$ cat config.mk
export PLATFORM = sky130hd
export DESIGN_NAME = lifo_stack_with_promote_flat
export DESIGN_NICKNAME = d
export VERILOG_FILES = /design/src/hw/rtl/lsp_pkg.sv /design/src/hw/rtl/lsp_in_if.sv /design/src/hw/rtl/lsp_out_if.sv /design/src/hw/rtl/lifo_stack_with_promote.sv /design/src/flat_wrapper.sv
export SDC_FILE = /design/constraint.sdc
export NUM_CORES = 2
export LEC_CHECK = 0
export BUFFER_PORTS_ARGS = -buffer_cell sky130_fd_sc_hd__buf_4
export CAP_MARGIN = 20
export CORE_MARGIN = 2
export CORE_UTILIZATION = 60
export CTS_CLUSTER_DIAMETER = 150
export CTS_CLUSTER_SIZE = 12
export DETAILED_ROUTE_END_ITERATION = 6
export PLACE_DENSITY_LB_ADDON = 0.2
export REMOVE_ABC_BUFFERS = 1
export SYNTH_ARGS = -nofsm -noshare
export SYNTH_HDL_FRONTEND = slang
export SYNTH_SLANG_ARGS = --single-unit
$ cat constraint.sdc
create_clock -name clk -period 6.5 [get_ports clk]
set_clock_uncertainty 0.15 [all_clocks]
set_input_delay 1.3 -clock clk [delete_from_list [all_inputs] [get_ports clk]]
set_output_delay 1.3 -clock clk [all_outputs]
set_load 0.005 [all_outputs]
$ cat src/hw/rtl/lsp_pkg.sv
// Shared types and constants for the LIFO stack with promote and sink.
// No dependencies; imported by the channel interfaces and the top level.
`timescale 1ns / 1ps

package lsp_pkg;

  // Fixed field widths of the channels and the register port
  localparam int OPCODE_W = 3;
  localparam int VALUE_W  = 32;
  localparam int POS_W    = 6;
  localparam int COUNT_W  = 7;
  localparam int CFG_DW   = 32;
  localparam int CFG_AW   = 3;

  localparam logic [COUNT_W-1:0] CAP_RESET = 7'd64;

  // Register index (paddr bit 2)
  localparam logic REG_CAPACITY = 1'b0;

  // Operation codes
  localparam logic [OPCODE_W-1:0] OP_PUSH    = 3'd0;
  localparam logic [OPCODE_W-1:0] OP_POP     = 3'd1;
  localparam logic [OPCODE_W-1:0] OP_PEEK    = 3'd2;
  localparam logic [OPCODE_W-1:0] OP_PROMOTE = 3'd3;
  localparam logic [OPCODE_W-1:0] OP_SINK    = 3'd4;

  typedef enum logic [2:0] {
    S_IDLE,
    S_READ,
    S_LOAD,
    S_SHIFT,
    S_PLACE,
    S_DONE
  } state_t;

endpackage

$ cat src/hw/rtl/lsp_in_if.sv
// Operation channel: valid/ready with opcode, push word and position.
// Depends on lsp_pkg for the field widths.
`timescale 1ns / 1ps

interface lsp_in_if;
  import lsp_pkg::*;

  logic                valid;
  logic                ready;
  logic [OPCODE_W-1:0] opcode;
  logic [VALUE_W-1:0]  push_value;
  logic [POS_W-1:0]    position;

  modport source (output valid, opcode, push_value, position, input ready);
  modport sink   (input valid, opcode, push_value, position, output ready);
endinterface

$ cat src/hw/rtl/lsp_out_if.sv
// Result channel: valid/ready with status, read word and fill count.
// Depends on lsp_pkg for the field widths.
`timescale 1ns / 1ps

interface lsp_out_if;
  import lsp_pkg::*;

  logic               valid;
  logic               ready;
  logic               ok;
  logic [VALUE_W-1:0] read_value;
  logic               is_empty;
  logic [COUNT_W-1:0] entry_count;

  modport source (output valid, ok, read_value, is_empty, entry_count, input ready);
  modport sink   (input valid, ok, read_value, is_empty, entry_count, output ready);
endinterface

$ cat src/hw/rtl/lifo_stack_with_promote.sv
// Bounded LIFO stack with promote and sink, built around one sync RAM.
// Depends on lsp_pkg, lsp_in_if and lsp_out_if.
`timescale 1ns / 1ps

// Usage
//   in_chan  : one operation per transfer (push, pop, peek, promote, sink).
//   out_chan : exactly one result per operation, in order: ok, read word,
//              empty flag and fill count after the operation.
//   APB port : capacity register at byte address 0 (paddr bit 2 selects).
//              Write only while no operation is in flight. pready is tied high.
// Operation flow (accept to result in the output register)
//   push, refused or no-op operations : S_DONE directly
//   pop, peek                         : S_READ, S_DONE (one RAM read)
//   promote / sink moving d places    : S_LOAD, S_SHIFT per entry, S_PLACE,
//                                       S_DONE; d <= count - 1
// Each S_SHIFT step does one RAM write and, but on the last step, one RAM
// read. The next operation is accepted in the same cycle as the result
// turns valid.
// One operation is processed at a time; the next one is taken once the
// current result has been placed in the output register, which may still be
// waiting for the receiver.
// Reset (rst_n low, sync) empties the stack and sets capacity to 64. RAM
// contents are not cleared; only entries below the fill count are read.
// Receiver stall: the output register holds its result; a finished
// operation waits in S_DONE until that register frees up.
module lifo_stack_with_promote #(
  parameter int DEPTH      = 64,
  parameter int WORD_WIDTH = 32
) (
  input  logic                        clk,
  input  logic                        rst_n,
  lsp_in_if.sink                      in_chan,
  lsp_out_if.source                   out_chan,
  input  logic                        psel,
  input  logic                        penable,
  input  logic                        pwrite,
  input  logic [lsp_pkg::CFG_AW-1:0]  paddr,
  input  logic [lsp_pkg::CFG_DW-1:0]  pwdata,
  output logic [lsp_pkg::CFG_DW-1:0]  prdata,
  output logic                        pready
);
  import lsp_pkg::*;

  localparam int AW        = (DEPTH > 1) ? $clog2(DEPTH) : 1;
  localparam int COUNT_MAX = (1 << COUNT_W) - 1;
  // capacity can never exceed COUNT_MAX, so clamping DEPTH here is exact
  localparam int DEPTH_LIM = (DEPTH < COUNT_MAX) ? DEPTH : COUNT_MAX;
  localparam logic [COUNT_W-1:0] DEPTH_LIM_C = COUNT_W'(DEPTH_LIM);

  state_t state_r, state_nxt;

  logic [COUNT_W-1:0]    cap_r;
  logic [COUNT_W-1:0]    cnt_r, cnt_nxt;
  logic [COUNT_W-1:0]    cur_r;        // entry being overwritten in the shift
  logic [COUNT_W-1:0]    end_r;        // where the moved entry lands
  logic                  dir_up_r;     // promote walks up, sink walks down
  logic [WORD_WIDTH-1:0] moved_r;
  logic                  res_ok_r;
  logic [WORD_WIDTH-1:0] res_rd_r;

  logic                  out_valid_r;
  logic                  out_ok_r;
  logic [VALUE_W-1:0]    out_rd_r;
  logic                  out_empty_r;
  logic [COUNT_W-1:0]    out_cnt_r;

  // stack RAM, one write and one registered read per cycle
  logic [WORD_WIDTH-1:0] mem [DEPTH];
  logic [WORD_WIDTH-1:0] rdata_r;
  logic                  mem_we, mem_re;
  logic [AW-1:0]         mem_waddr, mem_raddr;
  logic [WORD_WIDTH-1:0] mem_wdata;

  logic                  in_fire, out_load;
  logic [COUNT_W-1:0]    pos_c, top, limit;
  logic                  has_entries, push_ok, prom_ok, prom_move, sink_ok, sink_move;
  logic                  op_ok;
  logic [COUNT_W-1:0]    step_idx, step2_idx;
  logic                  cfg_wr;

  // ---------------- operation decode ----------------
  assign in_chan.ready = (state_r == S_IDLE);
  assign in_fire       = in_chan.valid & in_chan.ready;

  assign pos_c       = {1'b0, in_chan.position};
  assign top         = cnt_r - 1'b1;
  assign limit       = (cap_r < DEPTH_LIM_C) ? cap_r : DEPTH_LIM_C;
  assign has_entries = (cnt_r != '0);
  assign push_ok     = (cnt_r < limit);
  assign prom_ok     = has_entries && (pos_c <= cnt_r);
  // promote of the top entry or at index == count leaves the stack as is
  assign prom_move   = prom_ok && ((pos_c + 1'b1) < cnt_r);
  assign sink_ok     = (pos_c < cnt_r);
  assign sink_move   = sink_ok && (pos_c != '0);

  always_comb begin
    case (in_chan.opcode)
      OP_PUSH:    op_ok = push_ok;
      OP_POP:     op_ok = has_entries;
      OP_PEEK:    op_ok = has_entries;
      OP_PROMOTE: op_ok = prom_ok;
      OP_SINK:    op_ok = sink_ok;
      default:    op_ok = 1'b0;
    endcase
  end

  assign step_idx  = dir_up_r ? (cur_r + 1'b1) : (cur_r - 1'b1);
  assign step2_idx = dir_up_r ? (cur_r + 2'd2) : (cur_r - 2'd2);
  assign out_load  = (state_r == S_DONE) && (!out_valid_r || out_chan.ready);

  // ---------------- next state ----------------
  always_comb begin
    state_nxt = state_r;
    case (state_r)
      S_IDLE: begin
        if (in_fire) begin
          case (in_chan.opcode)
            OP_POP, OP_PEEK: state_nxt = has_entries ? S_READ : S_DONE;
            OP_PROMOTE:      state_nxt = prom_move ? S_LOAD : S_DONE;
            OP_SINK:         state_nxt = sink_move ? S_LOAD : S_DONE;
            default:         state_nxt = S_DONE;
          endcase
        end
      end
      S_READ:  state_nxt = S_DONE;
      S_LOAD:  state_nxt = S_SHIFT;
      S_SHIFT: state_nxt = (step_idx == end_r) ? S_PLACE : S_SHIFT;
      S_PLACE: state_nxt = S_DONE;
      S_DONE:  state_nxt = out_load ? S_IDLE : S_DONE;
      default: state_nxt = S_IDLE;
    endcase
  end

  // ---------------- RAM controls ----------------
  // In S_SHIFT the read runs two entries ahead of the write, so a read never
  // targets the entry being written in the same cycle; the FSM is the interlock.
  always_comb begin
    mem_we    = 1'b0;
    mem_waddr = '0;
    mem_wdata = '0;
    mem_re    = 1'b0;
    mem_raddr = '0;
    case (state_r)
      S_IDLE: begin
        if (in_fire) begin
          case (in_chan.opcode)
            OP_PUSH: begin
              mem_we    = push_ok;
              mem_waddr = AW'(cnt_r);
              mem_wdata = WORD_WIDTH'(in_chan.push_value);
            end
            OP_POP, OP_PEEK: begin
              mem_re    = has_entries;
              mem_raddr = AW'(top);
            end
            OP_PROMOTE: begin
              mem_re    = prom_move;
              mem_raddr = AW'(pos_c);
            end
            OP_SINK: begin
              mem_re    = sink_move;
              mem_raddr = AW'(top);
            end
            default: ;
          endcase
        end
      end
      S_LOAD: begin
        mem_re    = 1'b1;
        mem_raddr = AW'(step_idx);
      end
      S_SHIFT: begin
        mem_we    = 1'b1;
        mem_waddr = AW'(cur_r);
        mem_wdata = rdata_r;
        mem_re    = (step_idx != end_r);
        mem_raddr = AW'(step2_idx);
      end
      S_PLACE: begin
        mem_we    = 1'b1;
        mem_waddr = AW'(end_r);
        mem_wdata = moved_r;
      end
      default: ;
    endcase
  end

  always_ff @(posedge clk) begin
    if (mem_we) begin
      mem[mem_waddr] <= mem_wdata;
    end
  end

  always_ff @(posedge clk) begin
    if (mem_re) begin
      rdata_r <= mem[mem_raddr];
    end
  end

  // ---------------- fill count ----------------
  always_comb begin
    cnt_nxt = cnt_r;
    if (in_fire) begin
      if (in_chan.opcode == OP_PUSH && push_ok) begin
        cnt_nxt = cnt_r + 1'b1;
      end else if (in_chan.opcode == OP_POP && has_entries) begin
        cnt_nxt = top;
      end
    end
  end

  // ---------------- config port ----------------
  assign cfg_wr = psel & penable & pwrite & pready;
  assign pready = 1'b1;
  assign prdata = (paddr[2] == REG_CAPACITY) ? CFG_DW'(cap_r) : '0;

  // ---------------- control registers ----------------
  always_ff @(posedge clk) begin
    if (!rst_n) begin
      state_r     <= S_IDLE;
      cnt_r       <= '0;
      cap_r       <= CAP_RESET;
      out_valid_r <= 1'b0;
    end else begin
      state_r <= state_nxt;
      cnt_r   <= cnt_nxt;
      if (cfg_wr && paddr[2] == REG_CAPACITY) begin
        cap_r <= pwdata[COUNT_W-1:0];
      end
      if (out_load) begin
        out_valid_r <= 1'b1;
      end else if (out_chan.ready) begin
        out_valid_r <= 1'b0;
      end
    end
  end

  // ---------------- datapath registers ----------------
  always_ff @(posedge clk) begin
    case (state_r)
      S_IDLE: begin
        if (in_fire) begin
          res_ok_r <= op_ok;
          res_rd_r <= '0;
          dir_up_r <= (in_chan.opcode == OP_PROMOTE);
          if (in_chan.opcode == OP_PROMOTE) begin
            cur_r <= pos_c;
            end_r <= top;
          end else begin
            cur_r <= top;
            end_r <= top - pos_c;
          end
        end
      end
      S_READ:  res_rd_r <= rdata_r;
      S_LOAD:  moved_r  <= rdata_r;
      S_SHIFT: cur_r    <= step_idx;
      default: ;
    endcase
    if (out_load) begin
      out_ok_r    <= res_ok_r;
      out_rd_r    <= VALUE_W'(res_rd_r);
      out_empty_r <= (cnt_r == '0);
      out_cnt_r   <= cnt_r;
    end
  end

  assign out_chan.valid       = out_valid_r;
  assign out_chan.ok          = out_ok_r;
  assign out_chan.read_value  = out_rd_r;
  assign out_chan.is_empty    = out_empty_r;
  assign out_chan.entry_count = out_cnt_r;

  // ---------------- assertions ----------------
`ifndef SYNTHESIS
  a_push_grows: assert property (@(posedge clk) disable iff (!rst_n)
    (in_fire && in_chan.opcode == OP_PUSH && push_ok) |=> (cnt_r == $past(cnt_r) + 1'b1))
    else $error("accepted push did not grow the stack");

  a_count_idle: assert property (@(posedge clk) disable iff (!rst_n)
    !in_fire |=> (cnt_r == $past(cnt_r)))
    else $error("fill count moved without an accepted operation");

  a_write_src: assert property (@(posedge clk) disable iff (!rst_n)
    mem_we |-> (in_fire || state_r == S_SHIFT || state_r == S_PLACE))
    else $error("RAM write outside push or shift");

  a_shift_range: assert property (@(posedge clk) disable iff (!rst_n)
    (state_r == S_SHIFT) |-> (cur_r < cnt_r && end_r < cnt_r))
    else $error("shift index beyond the fill count");
`endif

endmodule
$ cat src/flat_wrapper.sv
// flat-port wrapper written by rule: the top's interface ports become plain ports
module lifo_stack_with_promote_flat import lsp_pkg::*;
#(
  parameter int DEPTH      = 64,
  parameter int WORD_WIDTH = 32
)
  (clk, rst_n, psel, penable, pwrite, paddr, pwdata, prdata, pready, in_chan_valid, in_chan_opcode, in_chan_push_value, in_chan_position, in_chan_ready, out_chan_valid, out_chan_ok, out_chan_read_value, out_chan_is_empty, out_chan_entry_count, out_chan_ready);
  lsp_in_if in_chan_i ();
  lsp_out_if out_chan_i ();
  input  logic clk;
  input  logic rst_n;
  input  logic psel;
  input  logic penable;
  input  logic pwrite;
  input  logic [lsp_pkg::CFG_AW-1:0] paddr;
  input  logic [lsp_pkg::CFG_DW-1:0] pwdata;
  output logic [lsp_pkg::CFG_DW-1:0] prdata;
  output logic pready;
  input wire logic [$bits(in_chan_i.valid)-1:0] in_chan_valid;
  input wire logic [$bits(in_chan_i.opcode)-1:0] in_chan_opcode;
  input wire logic [$bits(in_chan_i.push_value)-1:0] in_chan_push_value;
  input wire logic [$bits(in_chan_i.position)-1:0] in_chan_position;
  output wire logic [$bits(in_chan_i.ready)-1:0] in_chan_ready;
  output wire logic [$bits(out_chan_i.valid)-1:0] out_chan_valid;
  output wire logic [$bits(out_chan_i.ok)-1:0] out_chan_ok;
  output wire logic [$bits(out_chan_i.read_value)-1:0] out_chan_read_value;
  output wire logic [$bits(out_chan_i.is_empty)-1:0] out_chan_is_empty;
  output wire logic [$bits(out_chan_i.entry_count)-1:0] out_chan_entry_count;
  input wire logic [$bits(out_chan_i.ready)-1:0] out_chan_ready;
  assign in_chan_i.valid = in_chan_valid;
  assign in_chan_i.opcode = in_chan_opcode;
  assign in_chan_i.push_value = in_chan_push_value;
  assign in_chan_i.position = in_chan_position;
  assign in_chan_ready = in_chan_i.ready;
  assign out_chan_valid = out_chan_i.valid;
  assign out_chan_ok = out_chan_i.ok;
  assign out_chan_read_value = out_chan_i.read_value;
  assign out_chan_is_empty = out_chan_i.is_empty;
  assign out_chan_entry_count = out_chan_i.entry_count;
  assign out_chan_i.ready = out_chan_ready;
  lifo_stack_with_promote #(.DEPTH(DEPTH), .WORD_WIDTH(WORD_WIDTH)) u_core (.clk(clk), .rst_n(rst_n), .in_chan(in_chan_i), .out_chan(out_chan_i), .psel(psel), .penable(penable), .pwrite(pwrite), .paddr(paddr), .pwdata(pwdata), .prdata(prdata), .pready(pready));
endmodule
==> flow_summary.json <==
{
  "status": "finished clean",
  "cts.sink_count": 2219,
  "drt-vias-per-instance": 6.92,
  "h-tree-depth": 4,
  "drt-wirelength-per-cell_um": 34.8,
  "arrival_ns": 5.44,
  "cellPowerDensity_nw_per_um2": 302,
  "grt_pass1_vias": 42624,
  "clockBufferDepth": 3,
  "grt_usage_pct": 30.1,
  "ff2ff_path_depth": 7,
  "start_util_pct": 60.6,
  "min_period_ns": 5.00,
  "fin_crit_sh_pct": 76.9,
  "synthCells": 4018,
  "p_leak_nw": 31.4,
  "required_ns": 6.94,
  "criticalPathCategory": "in -> reg",
  "dp_cells": 5973,
  "drt_iter0_drc": 6639,
  "fin_nets": 4426,
  "ys_async_sr_fraction_pct": 0,
  "drc": 0,
  "design_area_um2": 96300,
  "placementRows": 138,
  "final_cell_mix": "edfxtp_1, mux4_2, a22oi_1",
  "regArea_um2": 66500,
  "area_delta_synth_final_pct": 12.0,
  "routed_wl_um": 217000,
  "dieArea_um2": 146000,
  "r2r-start": "u_core.state_r[0]",
  "place_area_um2": 90500,
  "endpoint_kind": "flop",
  "ys.warnings.count": 0,
  "drive_gt1_share_pct": 26.7,
  "tightest_slew_ns": 1.25,
  "fill_cells": 8741,
  "cp_max_fo": 53,
  "root_buffer": "clkbuf_16",
  "ios": 159,
  "rsz0062_at_grt": "no",
  "min_from": "u_core.res_rd_r[7]",
  "yosysSeqAreaShare_pct": 77.3,
  "irDropWorstVdd_mv": 0.239,
  "totalPowerFinal_mw": 29.1,
  "place.port_buffers": 105,
  "clk_pin_slew_ns": 0.06,
  "tritoncts": "done",
  "synth.ff_latch_count": 2219,
  "grt_antenna_before_repair": 23,
  "holdPathStages": 0,
  "drv_cap": 0,
  "ctsHoldBuffers": 0,
  "gp_congestion": 0.925,
  "setup_violations": 0,
  "finalHoldViolCount": 0,
  "vias": 43123,
  "cts-buffers-inserted": 202,
  "synthDistinctLibCells": 76,
  "setup_ws_ns": 1.50,
  "tns_ns": 0,
  "fmax_mhz": 200,
  "first_pass_iters": 6,
  "instances_no_fill": 6231,
  "clk-insertion-delay-late_ns": 0.84,
  "ys.flop_type": "edfxtp_1",
  "worst_hold_path_type": "reg -> reg",
  "die_x_um": 383,
  "multi_input_area_um2": 18600,
  "worstReg2RegEnd": "u_core.mem[43][18]",
  "ant_nets": 0,
  "cts_resized": 0,
  "hold_end": "u_core.out_chan.read_value[7]",
  "slew_headroom_pct": 16.7,
  "die_y_um": 383,
  "grt_pass1_wl_um": 308000,
  "slew_viol_final": 0,
  "overflow": 0,
  "syn_area_per_cell_um2": 21.4,
  "rrSetupSlack_ns": 1.53,
  "netlist_area_um2": 86000,
  "post-route-util_pct": 67.9,
  "core_um2": 142000,
  "grt_max_degree": 87,
  "whs_ns": 0.269,
  "cp-start-kind": "input pin",
  "cts_setup_buffers": 0,
  "mostFrequentLayoutCell": "edfxtp_1",
  "place_ws_ns": 0.758,
  "dp_hpwl_um": 122000,
  "synth_edf_count": 2201
}
[cell type report]
| cell class | count | area share, % |
|---|---|---|
| inverters | 63 | 0.246 |
| well taps | 1890 | 2.46 |
| diodes | 6 | 0.0156 |
| flip-flops and latches | 2219 | 69.0 |
| clock inverters | 10 | 0.197 |
| repair buffers | 313 | 3.35 |
| multi-input cells | 1507 | 19.3 |
| clock buffers | 223 | 5.40 |
[sequential cells by signal, indices dropped and copies added (netlist names)]
name                         count
u_core.mem                    2048
u_core.moved_r                  32
u_core.out_chan.read_value      32
u_core.rdata_r                  32
u_core.res_rd_r                 32
u_core.cap_r                     7
u_core.cnt_r                     7
u_core.cur_r                     7
u_core.end_r                     7
u_core.out_chan.entry_count      7
u_core.state_r                   3
u_core.dir_up_r                  1
u_core.out_chan.is_empty         1
u_core.out_chan.ok               1
u_core.out_chan.valid            1
u_core.res_ok_r                  1
[routing by layer]
metal | share of wire, % | GRT usage [%] | vias up | wire (um)
li1 | - | - | 17393 | -
met3 | 11 | 6.13 | 394 | 24000
met2 | 47 | 46.6 | 2634 | 103000
met1 | 38 | 43.1 | 22682 | 81500
met5 | 0.062 | 0 | - | 135
met4 | 4.0 | 11.4 | 20 | 8690
[how the worst max path moves through the flow]
stage / to / start / cells after the start / slack (ns)
after floorplan: u_core.rdata_r[30] / in_chan_opcode[2] / 8 / -18.16
after global placement: u_core.rdata_r[11] / in_chan_opcode[2] / 10 / 0.82
after detailed placement: u_core.rdata_r[11] / in_chan_opcode[2] / 10 / 0.76
after CTS: u_core.rdata_r[11] / in_chan_opcode[2] / 10 / 1.64
after global routing: u_core.mem[43][18] / u_core.state_r[0] / 7 / 1.33
final: u_core.rdata_r[9] / in_chan_opcode[2] / 10 / 1.50
[where the power goes]
part           internal, mW  switching (mW)
clock network          5.59            4.80
registers              16.1          0.0603
logic                 0.904            1.67
[synth_stat cells (19+ instances only)]
cell / number / area (um2)
a21oi_1: 33 / 165
a222oi_1: 37 / 370
a22oi_1: 259 / 1940
and2_1: 33 / 206
and4_1: 31 / 272
buf_2: 105 / 526
buf_4: 39 / 293
clkbuf_1: 86 / 323
edfxtp_1: 2201 / 66100
ha_1: 34 / 425
inv_1: 62 / 233
mux4_2: 506 / 11400
nand2_1: 61 / 229
nand3_1: 138 / 691
nor2_1: 108 / 405
o21ai_0: 20 / 100
xnor2_1: 19 / 166
[kinds of logic (layout without fill, tap and decap cells)]
family          count (synthesis)  count (layout)  synth area share (%)
compound gates                442             442                  3.87
fa+ha+maj                      37              37                 0.564
simple gates                  453             453                  2.74
buf+inv                       316             609                  1.83
mux                           519             519                  13.4
other cells                     2              32               0.00873
flops                        2219            2219                  77.3
xor+xnor                       30              30                 0.306
[worst max-delay path: stages]
cell and delay, ns:
buf_4 0.23, nand3b_2 0.35, inv_1 0.31, a221oi_1 0.48, o22a_4 0.43, buf_12 0.41, mux4_2 0.56, a22oi_1 0.32
nand3_1 0.54, and4_1 0.42
Power figures use the tool's default switching activity.
